`src/sv/tpa_pkg.sv`:
```
// Shared widths, types and codes for the tile partition area generator.
package tpa_pkg;

	localparam int DIM_BITS   = 20;
	localparam int INDEX_BITS = 16;

	localparam int RANK_W  = 12;
	localparam int PROCS_W = 13;
	localparam int RAST_W  = DIM_BITS + 1;
	localparam int TILE_W  = 13;
	localparam int TPP_W   = 17;
	localparam int ROOT_W  = (TPP_W + 1) / 2;

	localparam int PARTS_W = RAST_W;
	localparam int TOTAL_W = 2 * PARTS_W;
	localparam int PWT_W   = TPP_W + TILE_W;
	localparam int PHT_W   = ROOT_W + TILE_W;

	localparam int GW      = INDEX_BITS + PROCS_W + 1;
	localparam int CMP_W   = (TOTAL_W > GW + 1) ? TOTAL_W : GW + 1;
	localparam int ULC_W   = PARTS_W + PWT_W;
	localparam int ULR_W   = GW + PHT_W;

	localparam int DVD_W   = ((RAST_W > TPP_W) ? RAST_W : TPP_W) + 1;
	localparam int DVS_W   = TPP_W;
	localparam int CNT_W   = $clog2(DVD_W + 1);

	localparam int DATA_W  = 32;
	localparam int PADDR_W = 5;

	typedef enum logic [2:0] {
		REG_RANK  = 3'd0,
		REG_PROCS = 3'd1,
		REG_ROWS  = 3'd2,
		REG_COLS  = 3'd3,
		REG_TILE  = 3'd4,
		REG_TPP   = 3'd5
	} tpa_reg_t;

	typedef enum logic [2:0] {
		ST_IDLE,
		ST_SQRT,
		ST_PW,
		ST_TD,
		ST_TA,
		ST_PD,
		ST_PA,
		ST_MUL
	} tpa_state_t;

	typedef struct packed {
		logic                 busy;
		logic                 rank_ok;
		logic [RANK_W-1:0]    rank;
		logic [PROCS_W-1:0]   procs;
		logic [TOTAL_W-1:0]   total;
		logic [PARTS_W-1:0]   pa;
		logic [PWT_W-1:0]     pwt;
		logic [PHT_W-1:0]     pht;
		logic [RAST_W-1:0]    cols_m1;
		logic [RAST_W-1:0]    rows_m1;
	} tpa_geom_t;

	typedef struct packed {
		logic hit;
		logic last;
	} tpa_side_t;

endpackage

```
`src/sv/tpa_divpipe.sv`:
```
// Pipelined restoring divider, one quotient bit per stage.
module tpa_divpipe (
	input  logic                         clk,
	input  logic                         arst_n,
	input  logic                         en,
	input  logic                         in_v,
	input  logic [tpa_pkg::GW-1:0]       dividend,
	input  tpa_pkg::tpa_side_t           in_side,
	input  logic [tpa_pkg::PARTS_W-1:0]  divisor,
	output logic                         out_v,
	output logic [tpa_pkg::GW-1:0]       quo,
	output logic [tpa_pkg::PARTS_W-1:0]  rem,
	output tpa_pkg::tpa_side_t           out_side
);

	logic                         v_s    [tpa_pkg::GW];
	logic [tpa_pkg::GW-1:0]       num_s  [tpa_pkg::GW];
	logic [tpa_pkg::PARTS_W-1:0]  rem_s  [tpa_pkg::GW];
	tpa_pkg::tpa_side_t           side_s [tpa_pkg::GW];

	logic [tpa_pkg::GW-1:0]       num_pv [tpa_pkg::GW];
	logic [tpa_pkg::PARTS_W-1:0]  rem_pv [tpa_pkg::GW];
	logic [tpa_pkg::PARTS_W:0]    sh     [tpa_pkg::GW];
	logic [tpa_pkg::PARTS_W:0]    sub    [tpa_pkg::GW];
	logic                         ge     [tpa_pkg::GW];
	logic [tpa_pkg::GW-1:0]       num_n  [tpa_pkg::GW];
	logic [tpa_pkg::PARTS_W-1:0]  rem_n  [tpa_pkg::GW];

	always_comb begin
		for (int j = 0; j < tpa_pkg::GW; j++) begin
			if (j == 0) begin
				num_pv[j] = dividend;
				rem_pv[j] = '0;
			end else begin
				num_pv[j] = num_s[j-1];
				rem_pv[j] = rem_s[j-1];
			end
			sh[j]    = {rem_pv[j], num_pv[j][tpa_pkg::GW-1]};
			ge[j]    = (sh[j] >= {1'b0, divisor});
			sub[j]   = sh[j] - {1'b0, divisor};
			rem_n[j] = ge[j] ? sub[j][tpa_pkg::PARTS_W-1:0] : sh[j][tpa_pkg::PARTS_W-1:0];
			num_n[j] = {num_pv[j][tpa_pkg::GW-2:0], ge[j]};
		end
	end

	always_ff @(posedge clk or negedge arst_n) begin
		if (!arst_n) begin
			for (int j = 0; j < tpa_pkg::GW; j++) v_s[j] <= 1'b0;
		end else if (en) begin
			for (int j = 0; j < tpa_pkg::GW; j++) begin
				v_s[j] <= (j == 0) ? in_v : v_s[(j == 0) ? 0 : j-1];
			end
		end
	end

	always_ff @(posedge clk) begin
		if (en) begin
			for (int j = 0; j < tpa_pkg::GW; j++) begin
				num_s[j]  <= num_n[j];
				rem_s[j]  <= rem_n[j];
				side_s[j] <= (j == 0) ? in_side : side_s[(j == 0) ? 0 : j-1];
			end
		end
	end

	assign out_v    = v_s[tpa_pkg::GW-1];
	assign quo      = num_s[tpa_pkg::GW-1];
	assign rem      = rem_s[tpa_pkg::GW-1];
	assign out_side = side_s[tpa_pkg::GW-1];

endmodule

```
`config.mk`:
```
export PLATFORM = sky130hd
export DESIGN_NAME = tpa_divpipe
export DESIGN_NICKNAME = d
export VERILOG_FILES = /design/src/sv/tpa_pkg.sv /design/src/sv/tpa_divpipe.sv
export SDC_FILE = /design/constraint.sdc
export NUM_CORES = 2
export LEC_CHECK = 0
export BUFFER_PORTS_ARGS = -buffer_cell sky130_fd_sc_hd__buf_2
export CAP_MARGIN = 15
export CELL_PAD_IN_SITES_DETAIL_PLACEMENT = 1
export CELL_PAD_IN_SITES_GLOBAL_PLACEMENT = 2
export CORE_ASPECT_RATIO = 1.2
export CORE_MARGIN = 2
export CORE_UTILIZATION = 41
export DETAILED_ROUTE_END_ITERATION = 6
export GPL_TIMING_DRIVEN = 0
export MAX_ROUTING_LAYER = met4
export PLACE_DENSITY = 0.74
export SLEW_MARGIN = 20
export SYNTH_ARGS = -nofsm -noshare
export SYNTH_HDL_FRONTEND = slang
export SYNTH_SLANG_ARGS = --single-unit
```
`constraint.sdc`:
```
create_clock -name clk -period 3.55 [get_ports clk]
set_input_delay 0.1775 -clock clk [delete_from_list [all_inputs] [get_ports clk]]
set_output_delay 0.1775 -clock clk [all_outputs]
set_load 0.05 [all_outputs]
```
* Word-level counts from Yosys, hierarchy flattened
Memory sizes are Yosys's and may differ from the RTL's. Index checks and enable logic that the tools add are counted.
Operators by class: add/subtract/negate cells 30, multiply operators 0, div/mod/pow operators 0, order comparisons 30, equal/unequal tests 0, shift operators 0, muxes and demuxes 32, bitwise operators 0, reduce and logical (&&, ||, !) cells 0
Operator list (count):
- $ge A22 B21 Y1 | 29
- $mux W21 | 30
- $sub A21 B21 Y21 | 29
- $ge A1 B21 Y1 | 1
- $sub A1 B21 Y21 | 1
- $mux W1 | 2
Word-level totals: register bits 30, bits in latches 0, RAM bits 1590, bits in read-only memories 0, memories 3
Memory list:
- num_s | words 30, bits a word 30, rd ports 30, clocked after memory_dff 0, wr ports 30, RTL line tpa_divpipe.sv:17 | logic [tpa_pkg::GW-1:0] num_s [tpa_pkg::GW];
- rem_s | words 30, bits a word 21, rd ports 30, clocked after memory_dff 0, wr ports 30, RTL line tpa_divpipe.sv:18 | logic [tpa_pkg::PARTS_W-1:0] rem_s [tpa_pkg::GW];
- side_s | words 30, bits a word 2, rd ports 30, clocked after memory_dff 0, wr ports 30, RTL line tpa_divpipe.sv:19 | tpa_pkg::tpa_side_t side_s [tpa_pkg::GW];

* Logic depth before layout (Yosys ltp)
An unclocked memory read counts as a cell.
depth in word-level cells 3, depth in mapped cells 16

* Least setup slack after synthesis
OpenSTA, ideal clock, no wires.
path type input-to-reg, start input port divisor[1] (netlist bit), end memory rem_s[1][187] (netlist bit), data pin, setup time 0.260 ns, arrival 4.397 ns, path slack -1.107 ns, stages on the path 11, buffers on the path 0, cell sequence inv_1 -> ha_1 -> nor2b_1 -> o21a_1 -> o21a_1 -> o41a_1 -> a311o_1 -> a2111oi_2 -> a21oi_1 -> xor2_1 -> mux2_2
RTL lines:
- from (decl) | RTL line tpa_divpipe.sv:9 | input logic [tpa_pkg::PARTS_W-1:0] divisor,
- to (decl) | RTL line tpa_divpipe.sv:18

==> impl_metrics.py <==
metrics = {
    "power_and_ir_drop": {
        "internal_power_w": 0.0599,
        "leakagePower_nw": 37.9,
        "p_clk_share_pct": 20.3,
        "pwr-share-comb_pct": 46.8,
        "power_switching_w": 0.0348,
        "p_seq_share_pct": 32.8,
        "power.density_mw_per_mm2": 953,
        "ir_drop_uv": 516,
        "swShare_pct": 36.7,
    },
    "min_path": {
        "hold_end": "num_s[0][2]$_DFFE_PP_",
        "hold_start": "dividend[1]",
        "hold_depth": 2,
        "hp-class": "in2reg",
    },
    "route": {
        "routed_wirelength_um": 213000,
        "wl_per_cell_um": 21.3,
        "drc": 0,
        "drtPass1Iterations": 5,
        "vias": 54724,
        "vias_per_cell": 5.48,
        "drtIter0Drc": 2676,
        "ant_nets": 0,
    },
    "placement": {
        "hpwl_um": 148000,
        "port_buffers": 110,
        "place_area_mm2": 0.0905,
        "gp_congestion": 0.845,
    },
    "finish": {
        "final_common_cell": "edfxtp_1",
        "area_delta_synth_final_pct": 17.7,
        "nets": 7862,
        "final_cell_area_mm2": 0.0994,
        "final_cell_mix": "edfxtp_1 (1590), ha_1 (602), a21oi_1 (443), nand2_1 (420), nor2_1 (354)",
        "final_core_util_pct": 48.5,
        "drive_gt1_share_pct": 17.9,
    },
    "run_status": {
        "violations": "negative setup slack",
        "status": "finished, violations left",
    },
    "synthesis": {
        "yosys.area.top_type": "edfxtp_1",
        "syn_area_per_cell_um2": 12.7,
        "synth_seq_area_share_pct": 57.4,
        "synth_edf_count": 1590,
        "synth-compound-area-share_pct": 12.8,
        "yosysTopAreaCellShare_pct": 56.5,
        "synthCells": 6653,
        "syn_nets": 7350,
        "synth_area_mm2": 0.0845,
        "ys_async_sr_fraction_pct": 1.85,
        "synth_fa_ha_area_share_pct": 9.74,
        "ys_seq_elements": 1620,
        "synth_top_family_by_area": "compound AO/OA/AOI/OAI gates",
        "synthTopCellsByArea": "edfxtp_1 (57%), ha_1 (9.1%), mux2_2 (4.6%), xnor2_1 (3.1%), a21oi_1 (2.9%)",
        "ys.flop_type": "edfxtp_1",
        "yosysWarnings": 0,
        "synth.distinct_cells": 89,
        "yosys.area_share.xor_xnor_pct": 4.98,
        "muxShareOfSynthArea_pct": 5.29,
        "synth-simple-area-share_pct": 7.86,
    },
    "clock_network": {
        "numCtsBuffers": 175,
        "clk_transition_reported_paths_ps": 60,
        "htreeDepth": 4,
        "clockBufferDepth": 3,
        "cts_root_buffer": "clkbuf_16",
        "cts_sinks": 1620,
        "clk_latency_ps": 840,
        "cts_tree": "built",
    },
    "timing": {
        "worst_hold_slack_ps": 69.8,
        "skew_ps": 27.5,
        "period_needed_ps": 3560,
        "slew_headroom_pct": 42.7,
        "setup_tns_ps": -82.4,
        "finalHoldViolCount": 0,
        "max_freq_mhz": 281,
        "period_share_pct": 100,
        "tightest_slew_ps": 859,
        "drv_slew": 0,
        "grt_setup_unrepaired": "true",
        "finalSetupViolations": 10,
        "setup_ws_ps": -13.5,
    },
    "die": {
        "start_util_pct": 41.2,
        "core_mm2": 0.205,
        "die_area_mm2": 0.210,
        "die_w_um": 418,
        "row_count": 182,
        "pin_count": 111,
        "die_height_um": 501,
    },
    "critical_path": {
        "r2r_end": "rem_s[0][49]$_DFFE_PP_",
        "required_ps": 4130,
        "startpoint_type": "flip-flop",
        "cp_slowest_cell": "edfxtp_1",
        "regToRegStartpoint": "num_s[0][59]$_DFFE_PP_",
        "end_kind": "flip-flop",
        "critPathTopFamily": "compound AO/OA/AOI/OAI gates",
        "cp.arrival_ps": 4150,
        "timing.critical_path.buf_inv": 3,
        "path_class": "reg2reg",
        "cp_slowest_stage_delay_ps": 490,
        "r2r_cells": 13,
        "rrSetupSlack_ps": -10,
        "crit_chain": "inv_2 > ha_4 > inv_2 > fa_2 > a21o_1 > a221oi_4 > a211oi_2 > o31a_1 > a221o_1 > a21o_1 > a41o_4 > buf_8 > mux2_4",
        "path_max_fanout": 5,
        "crit_start": "num_s[0][59]$_DFFE_PP_",
    },
    "global_route": {
        "grt_usage_pct": 20.7,
        "grt_first_pass_wirelength_um": 329000,
        "first_global_vias": 57769,
        "grt_max_degree": 151,
        "grt-ovfl-total": 0,
        "grt_antenna_before_repair": 1,
    },
    "flow_run": {
        "maxCapViolCount": 0,
    },
}
cell families after synthesis:
| group | Yosys count |
|---|---|
| adder cells (fa/ha/maj) | 640 |
| AND/OR/NAND/NOR | 1405 |
| multiplexers | 397 |
| XOR/XNOR | 480 |
| AO/OA/AOI/OAI | 1712 |
| buffers and inverters | 399 |
| flip-flops | 1620 |
metrics by stage:
stage	instances	worst slack, ps	power, W
floorplan	6653	-462	0.0617
global placement	9431	-22900	0.0729
detailed placement	9467	-969	0.0730
CTS	9930	-179	0.0944
global route	9986	-127	0.101
finish	9987	-13.5	0.0947
metal layers:
| metal | up-vias | share of wire, % | track usage, % |
|---|---|---|---|
| li1 | 26448 | - | - |
| met1 | 27322 | 43 | 24.9 |
| met2 | 628 | 51 | 36.1 |
| met3 | 326 | 2.7 | 2.71 |
| met4 | 0 | 2.9 | 6.47 |
| met5 | - | 0 | - |
power by group through the flow:
stage                     Clock [W]  Combinational, W  Sequential [W]
after floorplan                   0            0.0313          0.0304
after global placement            0            0.0407          0.0323
after detailed placement          0            0.0416          0.0314
after CTS                    0.0199            0.0434          0.0311
final                        0.0193            0.0444          0.0311
after global routing         0.0205            0.0489          0.0315
area by class of cell:
| type | instances | area (um2) |
|---|---|---|
| Buffer | 132 | 1130 |
| Antenna cell | 2 | 5.00 |
| Inverter | 264 | 1050 |
| Clock inverter | 126 | 1600 |
| Tap cell | 2668 | 3340 |
| Fill cell | 20762 | 106000 |
| Multi-Input combinational cell | 4634 | 35900 |
| Sequential cell | 1620 | 48500 |
| Clock buffer | 203 | 4530 |
| Timing Repair Buffer | 338 | 3330 |
sequential cells by signal, indices dropped and copies added, names as in the netlist:
signal,count
out_v,1
rem_s,630
num_s,900
side_s,60
v_s,29
worst register-to-register path: stages (launching register included):
cell and delay (ps):
edfxtp_1 490, inv_2 110, ha_4 140, inv_2 40, fa_2 370, a21o_1 210, a221oi_4 320, a211oi_2 130
o31a_1 290, a221o_1 310, a21o_1 200, a41o_4 270, buf_8 150, mux2_4 300
Yosys cell counts (46+ instances only):
cell type / number
nand2b_1: 65
nand2_1: 436
nand3_1: 108
a211oi_1: 46
nor4_1: 52
xor2_1: 177
edfxtp_1: 1590
clkbuf_1: 72
a31oi_1: 46
nor3_1: 90
o21ai_0: 431
nand4_1: 71
a21o_1: 223
mux2_2: 345
ha_1: 611
a21oi_1: 493
inv_1: 262
nor2_1: 369
nor2b_1: 72
xnor2_1: 303
o21bai_1: 67
o21a_1: 84
how the worst max path moves through the flow:
| stage | to | slack [ps] | depth (start not counted) |
|---|---|---|---|
| floorplan | rem_s[0][43]$_DFFE_PP_ | -460 | 11 |
| global placement | num_s[1][396]$_DFFE_PP_ | -22900 | 1 |
| detailed placement | rem_s[1][124]$_DFFE_PP_ | -970 | 13 |
| CTS | rem_s[0][211]$_DFFE_PP_ | -180 | 13 |
| global route | rem_s[0][58]$_DFFE_PP_ | -130 | 13 |
| finish | rem_s[0][49]$_DFFE_PP_ | -10 | 13 |
timing repair:
| item | CTS | global route |
|---|---|---|
| setup buffers | 60 | 53 |
| setup endpoints to repair | 291 | 523 |
| hold buffers | 69 | 0 |
| gates resized for setup | 127 | 107 |
| gates cloned | 6 | 7 |
| endpoints found under the hold margin | 136 | 0 |
| pin swaps | 54 | 71 |
Note: power is estimated with default switching activity, not from simulation.
