$ cat config.mk
export PLATFORM = sky130hd
export DESIGN_NAME = tpa_cfg
export DESIGN_NICKNAME = d
export VERILOG_FILES = /design/src/sv/tpa_pkg.sv /design/src/sv/tpa_cfg.sv
export SDC_FILE = /design/constraint.sdc
export NUM_CORES = 2
export LEC_CHECK = 0
export BUFFER_PORTS_ARGS = -buffer_cell sky130_fd_sc_hd__buf_2
export CAP_MARGIN = 10
export CORE_UTILIZATION = 58
export DETAILED_ROUTE_END_ITERATION = 8
export HOLD_SLACK_MARGIN = 0.1
export PLACE_DENSITY = 0.86
export SETUP_SLACK_MARGIN = 0.15
export SLEW_MARGIN = 30
export SYNTH_ARGS = -nofsm -noshare
export SYNTH_HDL_FRONTEND = slang
export SYNTH_SLANG_ARGS = --single-unit
$ cat constraint.sdc
create_clock -name clk -period 6.8 [get_ports clk]
set_input_delay 0.34 -clock clk [delete_from_list [all_inputs] [get_ports clk]]
set_output_delay 0.34 -clock clk [all_outputs]
set_load 0.02 [all_outputs]
$ cat src/sv/tpa_pkg.sv
// Shared widths, types and codes for the tile partition area generator.
package tpa_pkg;

	localparam int DIM_BITS   = 20;
	localparam int INDEX_BITS = 16;

	localparam int RANK_W  = 12;
	localparam int PROCS_W = 13;
	localparam int RAST_W  = DIM_BITS + 1;
	localparam int TILE_W  = 13;
	localparam int TPP_W   = 17;
	localparam int ROOT_W  = (TPP_W + 1) / 2;

	localparam int PARTS_W = RAST_W;
	localparam int TOTAL_W = 2 * PARTS_W;
	localparam int PWT_W   = TPP_W + TILE_W;
	localparam int PHT_W   = ROOT_W + TILE_W;

	localparam int GW      = INDEX_BITS + PROCS_W + 1;
	localparam int CMP_W   = (TOTAL_W > GW + 1) ? TOTAL_W : GW + 1;
	localparam int ULC_W   = PARTS_W + PWT_W;
	localparam int ULR_W   = GW + PHT_W;

	localparam int DVD_W   = ((RAST_W > TPP_W) ? RAST_W : TPP_W) + 1;
	localparam int DVS_W   = TPP_W;
	localparam int CNT_W   = $clog2(DVD_W + 1);

	localparam int DATA_W  = 32;
	localparam int PADDR_W = 5;

	typedef enum logic [2:0] {
		REG_RANK  = 3'd0,
		REG_PROCS = 3'd1,
		REG_ROWS  = 3'd2,
		REG_COLS  = 3'd3,
		REG_TILE  = 3'd4,
		REG_TPP   = 3'd5
	} tpa_reg_t;

	typedef enum logic [2:0] {
		ST_IDLE,
		ST_SQRT,
		ST_PW,
		ST_TD,
		ST_TA,
		ST_PD,
		ST_PA,
		ST_MUL
	} tpa_state_t;

	typedef struct packed {
		logic                 busy;
		logic                 rank_ok;
		logic [RANK_W-1:0]    rank;
		logic [PROCS_W-1:0]   procs;
		logic [TOTAL_W-1:0]   total;
		logic [PARTS_W-1:0]   pa;
		logic [PWT_W-1:0]     pwt;
		logic [PHT_W-1:0]     pht;
		logic [RAST_W-1:0]    cols_m1;
		logic [RAST_W-1:0]    rows_m1;
	} tpa_geom_t;

	typedef struct packed {
		logic hit;
		logic last;
	} tpa_side_t;

endpackage

$ cat src/sv/tpa_cfg.sv
// Register file and sequential derivation of the partition geometry.
module tpa_cfg (
	input  logic                         clk,
	input  logic                         arst_n,
	input  logic                         psel,
	input  logic                         penable,
	input  logic                         pwrite,
	input  logic [tpa_pkg::PADDR_W-1:0]  paddr,
	input  logic [tpa_pkg::DATA_W-1:0]   pwdata,
	output logic [tpa_pkg::DATA_W-1:0]   prdata,
	output logic                         pready,
	output tpa_pkg::tpa_geom_t           geom
);

	logic [tpa_pkg::RANK_W-1:0]   rank_q;
	logic [tpa_pkg::PROCS_W-1:0]  procs_q;
	logic [tpa_pkg::RAST_W-1:0]   rows_q;
	logic [tpa_pkg::RAST_W-1:0]   cols_q;
	logic [tpa_pkg::TILE_W-1:0]   tile_q;
	logic [tpa_pkg::TPP_W-1:0]    tpp_q;

	logic [tpa_pkg::PROCS_W-1:0]  procs_e;
	logic [tpa_pkg::RAST_W-1:0]   rows_e;
	logic [tpa_pkg::RAST_W-1:0]   cols_e;
	logic [tpa_pkg::TILE_W-1:0]   tile_e;
	logic [tpa_pkg::TPP_W-1:0]    tpp_e;

	logic [tpa_pkg::ROOT_W-1:0]   root_q;
	logic [tpa_pkg::TPP_W-1:0]    pw_q;
	logic [tpa_pkg::PARTS_W-1:0]  td_q;
	logic [tpa_pkg::PARTS_W-1:0]  ta_q;
	logic [tpa_pkg::PARTS_W-1:0]  pd_q;
	logic [tpa_pkg::PARTS_W-1:0]  pa_q;
	logic [tpa_pkg::TOTAL_W-1:0]  total_q;
	logic [tpa_pkg::PWT_W-1:0]    pwt_q;
	logic [tpa_pkg::PHT_W-1:0]    pht_q;

	tpa_pkg::tpa_state_t          state_q;
	tpa_pkg::tpa_state_t          state_d;
	logic [tpa_pkg::CNT_W-1:0]    cnt_q;
	logic [tpa_pkg::DVD_W-1:0]    num_q;
	logic [tpa_pkg::DVS_W-1:0]    rem_q;

	logic                         wr;
	logic                         div_last;
	logic [tpa_pkg::DVD_W-1:0]    dvd;
	logic [tpa_pkg::DVS_W-1:0]    dvs;
	logic [tpa_pkg::DVS_W:0]      sh;
	logic                         ge;
	logic [tpa_pkg::DVS_W:0]      sh_sub;
	logic [tpa_pkg::DVS_W-1:0]    rem_n;
	logic [tpa_pkg::DVD_W-1:0]    num_n;
	logic [tpa_pkg::ROOT_W-1:0]   sq_bit;
	logic [tpa_pkg::ROOT_W-1:0]   sq_t;
	logic [2*tpa_pkg::ROOT_W-1:0] sq_p;
	logic                         sq_ok;
	tpa_pkg::tpa_reg_t            widx;

	assign wr     = psel && penable && pwrite;
	assign pready = 1'b1;
	assign widx   = tpa_pkg::tpa_reg_t'(paddr[4:2]);

	assign procs_e = (procs_q == '0) ? tpa_pkg::PROCS_W'(1) : procs_q;
	assign rows_e  = (rows_q  == '0) ? tpa_pkg::RAST_W'(1)  : rows_q;
	assign cols_e  = (cols_q  == '0) ? tpa_pkg::RAST_W'(1)  : cols_q;
	assign tile_e  = (tile_q  == '0) ? tpa_pkg::TILE_W'(1)  : tile_q;
	assign tpp_e   = (tpp_q   == '0) ? tpa_pkg::TPP_W'(1)   : tpp_q;

	// read mux
	always_comb begin
		prdata = '0;
		unique case (widx)
			tpa_pkg::REG_RANK:  prdata = tpa_pkg::DATA_W'(rank_q);
			tpa_pkg::REG_PROCS: prdata = tpa_pkg::DATA_W'(procs_q);
			tpa_pkg::REG_ROWS:  prdata = tpa_pkg::DATA_W'(rows_q);
			tpa_pkg::REG_COLS:  prdata = tpa_pkg::DATA_W'(cols_q);
			tpa_pkg::REG_TILE:  prdata = tpa_pkg::DATA_W'(tile_q);
			tpa_pkg::REG_TPP:   prdata = tpa_pkg::DATA_W'(tpp_q);
			default:            prdata = '0;
		endcase
	end

	assign div_last = (cnt_q == tpa_pkg::CNT_W'(tpa_pkg::DVD_W));

	// next state
	always_comb begin
		state_d = state_q;
		if (wr) begin
			state_d = tpa_pkg::ST_SQRT;
		end else begin
			unique case (state_q)
				tpa_pkg::ST_IDLE: state_d = tpa_pkg::ST_IDLE;
				tpa_pkg::ST_SQRT: if (cnt_q == tpa_pkg::CNT_W'(tpa_pkg::ROOT_W - 1)) begin
					state_d = tpa_pkg::ST_PW;
				end
				tpa_pkg::ST_PW: if (div_last) state_d = tpa_pkg::ST_TD;
				tpa_pkg::ST_TD: if (div_last) state_d = tpa_pkg::ST_TA;
				tpa_pkg::ST_TA: if (div_last) state_d = tpa_pkg::ST_PD;
				tpa_pkg::ST_PD: if (div_last) state_d = tpa_pkg::ST_PA;
				tpa_pkg::ST_PA: if (div_last) state_d = tpa_pkg::ST_MUL;
				tpa_pkg::ST_MUL: state_d = tpa_pkg::ST_IDLE;
				default: state_d = tpa_pkg::ST_IDLE;
			endcase
		end
	end

	// divider operand select
	always_comb begin
		dvd = '0;
		dvs = tpa_pkg::DVS_W'(1);
		unique case (state_q)
			tpa_pkg::ST_PW: begin
				dvd = tpa_pkg::DVD_W'(tpp_e);
				dvs = tpa_pkg::DVS_W'(root_q);
			end
			tpa_pkg::ST_TD: begin
				dvd = tpa_pkg::DVD_W'(rows_e) + tpa_pkg::DVD_W'(tile_e) - tpa_pkg::DVD_W'(1);
				dvs = tpa_pkg::DVS_W'(tile_e);
			end
			tpa_pkg::ST_TA: begin
				dvd = tpa_pkg::DVD_W'(cols_e) + tpa_pkg::DVD_W'(tile_e) - tpa_pkg::DVD_W'(1);
				dvs = tpa_pkg::DVS_W'(tile_e);
			end
			tpa_pkg::ST_PD: begin
				dvd = tpa_pkg::DVD_W'(td_q) + tpa_pkg::DVD_W'(root_q) - tpa_pkg::DVD_W'(1);
				dvs = tpa_pkg::DVS_W'(root_q);
			end
			tpa_pkg::ST_PA: begin
				dvd = tpa_pkg::DVD_W'(ta_q) + tpa_pkg::DVD_W'(pw_q) - tpa_pkg::DVD_W'(1);
				dvs = pw_q;
			end
			default: begin
				dvd = '0;
				dvs = tpa_pkg::DVS_W'(1);
			end
		endcase
	end

	assign sh     = {rem_q, num_q[tpa_pkg::DVD_W-1]};
	assign ge     = (sh >= {1'b0, dvs});
	assign sh_sub = sh - {1'b0, dvs};
	assign rem_n  = ge ? sh_sub[tpa_pkg::DVS_W-1:0] : sh[tpa_pkg::DVS_W-1:0];
	assign num_n  = {num_q[tpa_pkg::DVD_W-2:0], ge};

	assign sq_bit = tpa_pkg::ROOT_W'(1) << (tpa_pkg::CNT_W'(tpa_pkg::ROOT_W - 1) - cnt_q);
	assign sq_t   = root_q | sq_bit;
	assign sq_p   = (2*tpa_pkg::ROOT_W)'(sq_t) * (2*tpa_pkg::ROOT_W)'(sq_t);
	assign sq_ok  = ((2*tpa_pkg::ROOT_W+1)'(sq_p) <= (2*tpa_pkg::ROOT_W+1)'(tpp_e));

	always_ff @(posedge clk or negedge arst_n) begin
		if (!arst_n) begin
			rank_q  <= '0;
			procs_q <= tpa_pkg::PROCS_W'(1);
			rows_q  <= tpa_pkg::RAST_W'(1);
			cols_q  <= tpa_pkg::RAST_W'(1);
			tile_q  <= tpa_pkg::TILE_W'(1);
			tpp_q   <= tpa_pkg::TPP_W'(1);
			root_q  <= tpa_pkg::ROOT_W'(1);
			pw_q    <= tpa_pkg::TPP_W'(1);
			td_q    <= tpa_pkg::PARTS_W'(1);
			ta_q    <= tpa_pkg::PARTS_W'(1);
			pd_q    <= tpa_pkg::PARTS_W'(1);
			pa_q    <= tpa_pkg::PARTS_W'(1);
			total_q <= tpa_pkg::TOTAL_W'(1);
			pwt_q   <= tpa_pkg::PWT_W'(1);
			pht_q   <= tpa_pkg::PHT_W'(1);
			state_q <= tpa_pkg::ST_IDLE;
			cnt_q   <= '0;
			num_q   <= '0;
			rem_q   <= '0;
		end else begin
			state_q <= state_d;
			if (wr) begin
				cnt_q  <= '0;
				root_q <= '0;
				unique case (widx)
					tpa_pkg::REG_RANK:  rank_q  <= pwdata[tpa_pkg::RANK_W-1:0];
					tpa_pkg::REG_PROCS: procs_q <= pwdata[tpa_pkg::PROCS_W-1:0];
					tpa_pkg::REG_ROWS:  rows_q  <= pwdata[tpa_pkg::RAST_W-1:0];
					tpa_pkg::REG_COLS:  cols_q  <= pwdata[tpa_pkg::RAST_W-1:0];
					tpa_pkg::REG_TILE:  tile_q  <= pwdata[tpa_pkg::TILE_W-1:0];
					tpa_pkg::REG_TPP:   tpp_q   <= pwdata[tpa_pkg::TPP_W-1:0];
					default: ;
				endcase
			end else begin
				unique case (state_q)
					tpa_pkg::ST_IDLE: ;
					tpa_pkg::ST_SQRT: begin
						if (sq_ok) root_q <= sq_t;
						if (cnt_q == tpa_pkg::CNT_W'(tpa_pkg::ROOT_W - 1)) begin
							cnt_q <= '0;
						end else begin
							cnt_q <= cnt_q + tpa_pkg::CNT_W'(1);
						end
					end
					tpa_pkg::ST_MUL: begin
						total_q <= tpa_pkg::TOTAL_W'(pd_q) * tpa_pkg::TOTAL_W'(pa_q);
						pwt_q   <= tpa_pkg::PWT_W'(pw_q) * tpa_pkg::PWT_W'(tile_e);
						pht_q   <= tpa_pkg::PHT_W'(root_q) * tpa_pkg::PHT_W'(tile_e);
					end
					default: begin
						if (cnt_q == '0) begin
							num_q <= dvd;
							rem_q <= '0;
							cnt_q <= tpa_pkg::CNT_W'(1);
						end else begin
							num_q <= num_n;
							rem_q <= rem_n;
							if (div_last) begin
								cnt_q <= '0;
								unique case (state_q)
									tpa_pkg::ST_PW: pw_q <= num_n[tpa_pkg::TPP_W-1:0];
									tpa_pkg::ST_TD: td_q <= num_n[tpa_pkg::PARTS_W-1:0];
									tpa_pkg::ST_TA: ta_q <= num_n[tpa_pkg::PARTS_W-1:0];
									tpa_pkg::ST_PD: pd_q <= num_n[tpa_pkg::PARTS_W-1:0];
									tpa_pkg::ST_PA: pa_q <= num_n[tpa_pkg::PARTS_W-1:0];
									default: ;
								endcase
							end else begin
								cnt_q <= cnt_q + tpa_pkg::CNT_W'(1);
							end
						end
					end
				endcase
			end
		end
	end

	assign geom.busy    = (state_q != tpa_pkg::ST_IDLE);
	assign geom.rank_ok = (tpa_pkg::PROCS_W'(rank_q) < procs_e);
	assign geom.rank    = rank_q;
	assign geom.procs   = procs_e;
	assign geom.total   = total_q;
	assign geom.pa      = pa_q;
	assign geom.pwt     = pwt_q;
	assign geom.pht     = pht_q;
	assign geom.cols_m1 = cols_e - tpa_pkg::RAST_W'(1);
	assign geom.rows_m1 = rows_e - tpa_pkg::RAST_W'(1);

endmodule

# Word-level counts from Yosys, hierarchy flattened
# Cells that the tools add are included.
word_totals:
  regBits: 348
  in_bits: 42
  out_inout_bits: 217
  elab_cells: 124
op_classes:
  n_addsub: 13
  n_mul: 4
  n_lt_le_gt_ge: 3
  n_eq_ne: 21
  shift: 1
  n_mux: 27
  bitwise_logic: 4
  reduce_logical: 32
ops:
  columns: ["operator", "count"]
  rows:
  - ["21-bit case mux with 6 select lines", 1]
  - ["22-bit case mux with 5 select lines", 1]
  - ["22-bit by 1-bit subtractor with 22-bit output, second input constant", 4]
  - ["17-bit two-way mux", 3]
  - ["17-bit case mux with 3 select lines", 1]
  - ["21-bit by 13-bit adder with 22-bit output", 2]
  - ["21-bit zero test", 2]
  - ["21-bit by 21-bit multiplier with 42-bit output", 1]
  - ["21-bit two-way mux", 2]
  - ["21-bit by 1-bit subtractor with 21-bit output, second input constant", 2]
  - ["17-bit by 13-bit multiplier with 30-bit output", 1]
  - ["9-bit two-way mux", 3]
  - ["13-bit zero test", 2]
  - ["13-bit two-way mux", 2]
  - ["5-bit AND reduction", 5]
  - ["21-bit by 17-bit adder with 22-bit output", 1]
  - ["21-bit by 9-bit adder with 22-bit output", 1]
  - ["9-bit by 13-bit multiplier with 22-bit output", 1]
  - ["22-bit two-way mux", 1]
  - ["3-bit two-way mux", 7]
  - ["3-bit case mux with 7 select lines", 1]
  - ["5-bit two-way mux", 4]
  - ["3-bit equality test, second input constant", 6]
  - ["18-bit by 17-bit greater-or-equal comparator with 1-bit output", 1]
  - ["other kinds (26)", 50]

# Longest topological paths before layout
logic_depth:
  depth_word: 8
  mapped_depth: 35
  mapped_depth_nobuf: 35

# Least setup slack after synthesis
# No wires, ideal clock.
synth_timing:
  path_kind: "register to register"
  from: "register cnt_q[0] in the netlist's numbering"
  to: "register root_q[1] in the netlist's numbering"
  t_arrival_ns: 6.779
  t_required_ns: 6.647
  path_slack_ns: -0.133
  path_stages_with_launch: 34
  synth_period_minus_slack_ns: 6.933
  path_cell_list: "dfrtp_1 > inv_1 > ha_1 > nor3_1 > a21oi_1 > o31ai_1 > a21oi_1 > nor2_1 > inv_1 > fa_1 > inv_1 > fa_1 > inv_1 > fa_1 > fa_1 > inv_1 > ha_1 > o21ai_0 > a21boi_0 > o21ai_0 > a21o_1 > a21boi_0 > nor2_1 > a2bb2oi_1 > nor2b_1 > xnor2_1 > ha_1 > nand3_1 > a21oi_1 > nor2_1 > nand2_1 > a21oi_1 > o211ai_1 > o22ai_1"
synth_between:
  elab_chain_len: 7
synth_rtl:
  columns: ["item", "line_no", "source"]
  rows:
  - ["start: declaration", "tpa_cfg.sv:40", "logic [tpa_pkg::CNT_W-1:0] cnt_q;"]
  - ["start signal: assignment", "tpa_cfg.sv:193", "cnt_q <= cnt_q + tpa_pkg::CNT_W'(1);"]
  - ["start signal: assignment", "tpa_cfg.sv:205", "cnt_q <= tpa_pkg::CNT_W'(1);"]
  - ["start signal: assignment", "tpa_cfg.sv:220", "cnt_q <= cnt_q + tpa_pkg::CNT_W'(1);"]
  - ["4-bit by 5-bit subtractor with 5-bit output *", "tpa_cfg.sv:145", "assign sq_bit = tpa_pkg::ROOT_W'(1) << (tpa_pkg::CNT_W'(tpa_pkg::ROOT_W - 1) - cnt_q);"]
  - ["1-bit by 5-bit left shift with 9-bit output *", "tpa_cfg.sv:145", null]
  - ["9-bit OR *", "tpa_cfg.sv:146", "assign sq_t = root_q | sq_bit;"]
  - ["9-bit by 9-bit multiplier with 18-bit output", "tpa_cfg.sv:147", "assign sq_p = (2*tpa_pkg::ROOT_W)'(sq_t) * (2*tpa_pkg::ROOT_W)'(sq_t);"]
  - ["18-bit by 17-bit less-or-equal comparator with 1-bit output", "tpa_cfg.sv:148", "assign sq_ok = ((2*tpa_pkg::ROOT_W+1)'(sq_p) <= (2*tpa_pkg::ROOT_W+1)'(tpp_e));"]
  - ["2-bit nonzero test (no line)", null, null]
  - ["2-bit AND reduction (no line)", null, null]
  - ["end signal: assignment", "tpa_cfg.sv:158", "root_q <= tpa_pkg::ROOT_W'(1);"]
  - ["end signal: assignment", "tpa_cfg.sv:189", "if (sq_ok) root_q <= sq_t;"]
  - ["end: declaration", "tpa_cfg.sv:28", "logic [tpa_pkg::ROOT_W-1:0] root_q;"]
# Every way passes the cells marked *; elsewhere a longest branch is shown, timed or not. The select of a mux whose other input is x is not followed.
# A chain may end at the register's enable or synchronous reset.

# Worst setup path after layout
layout_timing:
  from: "register pd_q[8] in the netlist's numbering"
  to: "register total_q[38] in the netlist's numbering"
layout_between:
  elab_chain_len: 1
layout_rtl:
  columns: ["item", "line_no", "source"]
  rows:
  - ["start: declaration", "tpa_cfg.sv:32", "logic [tpa_pkg::PARTS_W-1:0] pd_q;"]
  - ["start signal: assignment", "tpa_cfg.sv:162", "pd_q <= tpa_pkg::PARTS_W'(1);"]
  - ["start signal: assignment", "tpa_cfg.sv:215", "tpa_pkg::ST_PD: pd_q <= num_n[tpa_pkg::PARTS_W-1:0];"]
  - ["21-bit by 21-bit multiplier with 42-bit output", "tpa_cfg.sv:197", "total_q <= tpa_pkg::TOTAL_W'(pd_q) * tpa_pkg::TOTAL_W'(pa_q);"]
  - ["end signal: assignment", "tpa_cfg.sv:164", "total_q <= tpa_pkg::TOTAL_W'(1);"]
  - ["end signal: assignment", "tpa_cfg.sv:197", null]
  - ["end: declaration", "tpa_cfg.sv:34", "logic [tpa_pkg::TOTAL_W-1:0] total_q;"]
# Every way passes these cells.

==> metrics.txt <==
Port-buffer cells 233; vias per inst 6.02; die height 293 microns; worst-path fanout max 5; Num CTS Buffers 44; GR Util met2 55.3%; Setup WS pre-CTS -0.142 ns; layout cells sized above 1 16.3%; Final Net Count 7093; Synth area leaders fa_1, dfrtp_1, ha_1; Worst Hold Class input pin to asynchronous set/reset pin; Rel. slew slack 32.3%; post-DP HPWL 113000 microns; first-pass GRT wire length 229000 microns; WL final 152000 microns; final worst slack 0.0597 ns; largest net degree at the start of global routing 151; element type at the critical path end flip-flop; Starting DRT DRC Count 4681; GRT Max-Usage Layer met2; dpl cell area 0.0521 sq mm; die width 293 microns; initial antenna violation count 5; Worst-Skew Late Latency 0.63 ns; # clock sinks 348; #FFs+latches synth 348; leading area contributor after synthesis fa_1; Max Slew Vio Count 0; peak supply drop 1.56 mV; Cells after Synth 5620; Reg clk slew, reported paths 0.07 ns; Setup CP Type flip-flop to flip-flop; startpoint types flip-flop; Max Freq 148 MHz; syn_area_per_cell 8.72 sq um; Yosys warnings 0; vias in the first global route 42800; Design Power 25.0 mW; met3 Usage GRT 7.17%; RSZ-0062 raised after global routing yes; count leader, synth inv_1; clk buf depth 3; # setup viols final 0; Post-DRT Antenna Nets 0; Non-Filler Instances 7081; Post-synth ARST share 100%; Worst Max-Slew Pin Slew 1.01 ns; Area Growth Syn to Fin 13.1%; final core area utilization 66.3%; Final Hold Fails 0; cell area after layout 0.0555 sq mm; Placed Cells 6909; Setup TNS 0 ns; most frequent cells after synthesis inv_1, nand2_1, fa_1, ha_1, dfrtp_1; DRC Markers 0; Pwr per Cell Area 451 mW/mm^2; final worst-path cycle share 99.1%; Placer Congestion 0.986; Unique masters post-synth 84; Initial Util 58.6%; Core Box Area 0.0837 sq mm; via count 42600; max cap viols 0; final worst path period need 6.74 ns; EDFF count, synth 0; Root Driver clkbuf_16; grt met1 use 42.5%; leakage power 28.4 nW; commonest register cell after synthesis dfrtp_1; post-synth top area share 26.1%; GRT overflow 0; Top Ports 259; Rows 106; Hold Worst Slack 0.270 ns; Synth Cell Area 0.0490 sq mm; status completed; Die ar. 0.0857 sq mm; # fillers 6120; Critical Path AT 7.23 ns; gr usage total 34.0%; CTS tree built; Critical Path RT 7.29 ns; Seq/Total Area, Yosys 17.8%; Detailed Routing Iterations Pass 1 8; level count of the clock H-tree 2; DR WL/cell 21.4 microns; Final Skew 0.0438 ns
-- cells in the final DEF (no fill, tap or decap), types with 22 or more instances in the layout --
master         netlist  layout
nand3_1             56      55
o21ai_0            268     242
dfrtp_2              0      23
inv_1             1010     985
nor2_1             277     260
nand2_2              0      25
nor2b_1             28      26
and2_1             166     162
dfrtp_1            334     311
a21oi_1            168     150
nand2_1            884     856
a21o_1              78      78
inv_2                3      28
o21a_1              28      26
o21bai_1            27      27
buf_2                1     232
dlygate4sd3_1        0      22
nor3_1              57      49
buf_6                1      28
clkbuf_16            0      44
or3_1               22      22
xor2_1              76      75
mux2_2             151     151
buf_4               12     219
mux2i_1             42      42
xnor2_1            127     123
fa_1               640     622
ha_1               503     479
-- layer usage --
metal  vias up  wire length (microns)
met1     20800                  54000
met4         2                  10900
met5         -                     18
met3       702                  17000
li1      18400                      -
met2      2652                  69500
-- final cells by class --
| type | instances | area [sq um] | share of cell area [%] |
|---|---|---|---|
| Antenna cell | 3 | 7.51 | 0.0135 |
| Inverter | 1019 | 3830 | 6.91 |
| Clock buffer | 63 | 1230 | 2.22 |
| Sequential cell | 348 | 8750 | 15.8 |
| Clock inverter | 19 | 240 | 0.433 |
| Multi-Input combinational cell | 3981 | 36400 | 65.6 |
| Tap cell | 1134 | 1420 | 2.56 |
| Timing Repair Buffer | 514 | 3590 | 6.48 |
-- state kept, by name (all words and copies together), names as in the netlist --
| signal | flops |
|---|---|
| total_q | 42 |
| pwt_q | 30 |
| num_q | 22 |
| pht_q | 22 |
| cols_q | 21 |
| pa_q | 21 |
| pd_q | 21 |
| rows_q | 21 |
| ta_q | 21 |
| td_q | 21 |
| pw_q | 17 |
| rem_q | 17 |
| tpp_q | 17 |
| procs_q | 13 |
| tile_q | 13 |
| rank_q | 12 |
| root_q | 9 |
| cnt_q | 5 |
| state_q | 3 |
-- power breakdown --
group	internal (mW)	total, mW	switching (mW)
Combinational	8.50	19.6	11.1
Clock	1.39	2.46	1.07
Sequential	2.41	2.94	0.532
Total	12.3	25.0	12.7
-- worst max-delay path, cell delays in order, from the launching register on --
cell and delay, ns:
dfrtp_2 0.42, buf_12 0.14, buf_4 0.14, and2_1 0.15, fa_1 0.44, fa_1 0.46
fa_1 0.53, inv_1 0.07, fa_1 0.51, inv_1 0.06, fa_2 0.58, fa_1 0.44
fa_1 0.49, ha_4 0.20, or3_1 0.41, o21ai_2 0.11, a21oi_2 0.07, o21a_4 0.25
o2111ai_4 0.28, a31oi_4 0.14, a211o_1 0.32, a21oi_2 0.13, xor2_1 0.17, o21ai_1 0.07
-- cell families after synthesis --
group	after synthesis	synth area share, %
and+or+nand+nor	1605	14.4
buffers and inverters	1301	10.1
adders and majority gates	1143	39.0
AOI/OAI and AO/OA	821	10.6
DFF	348	17.8
xor gates and xnor gates	203	3.63
muxes	197	4.50
other	2	0.0153
-- worst paths after layout --
| check | depth (start not counted) | to | start | slack [ns] |
|---|---|---|---|---|
| max | 23 | total_q[38] | pd_q[8] | 0.06 |
| min | 2 | pwt_q[9] | arst_n | 0.27 |
| max reg2reg | 23 | total_q[38] | pd_q[8] | 0.06 |
| min reg2reg | 2 | total_q[0] | total_q[0] | 0.47 |
| max in group asynchronous | 3 | pd_q[19] | arst_n | 5.24 |
| min in group clk | 3 | state_q[0] | penable | 0.34 |
-- timing repair --
item	4_1_cts	5_1_grt
pin swaps	47	85
cloned	2	0
endpoints found under the setup margin	21	27
resized for setup	87	203
hold endpoints to repair	128	0
buffers inserted	26	37
hold buffers	22	0
No activity file was read; power rests on OpenSTA's default activity.
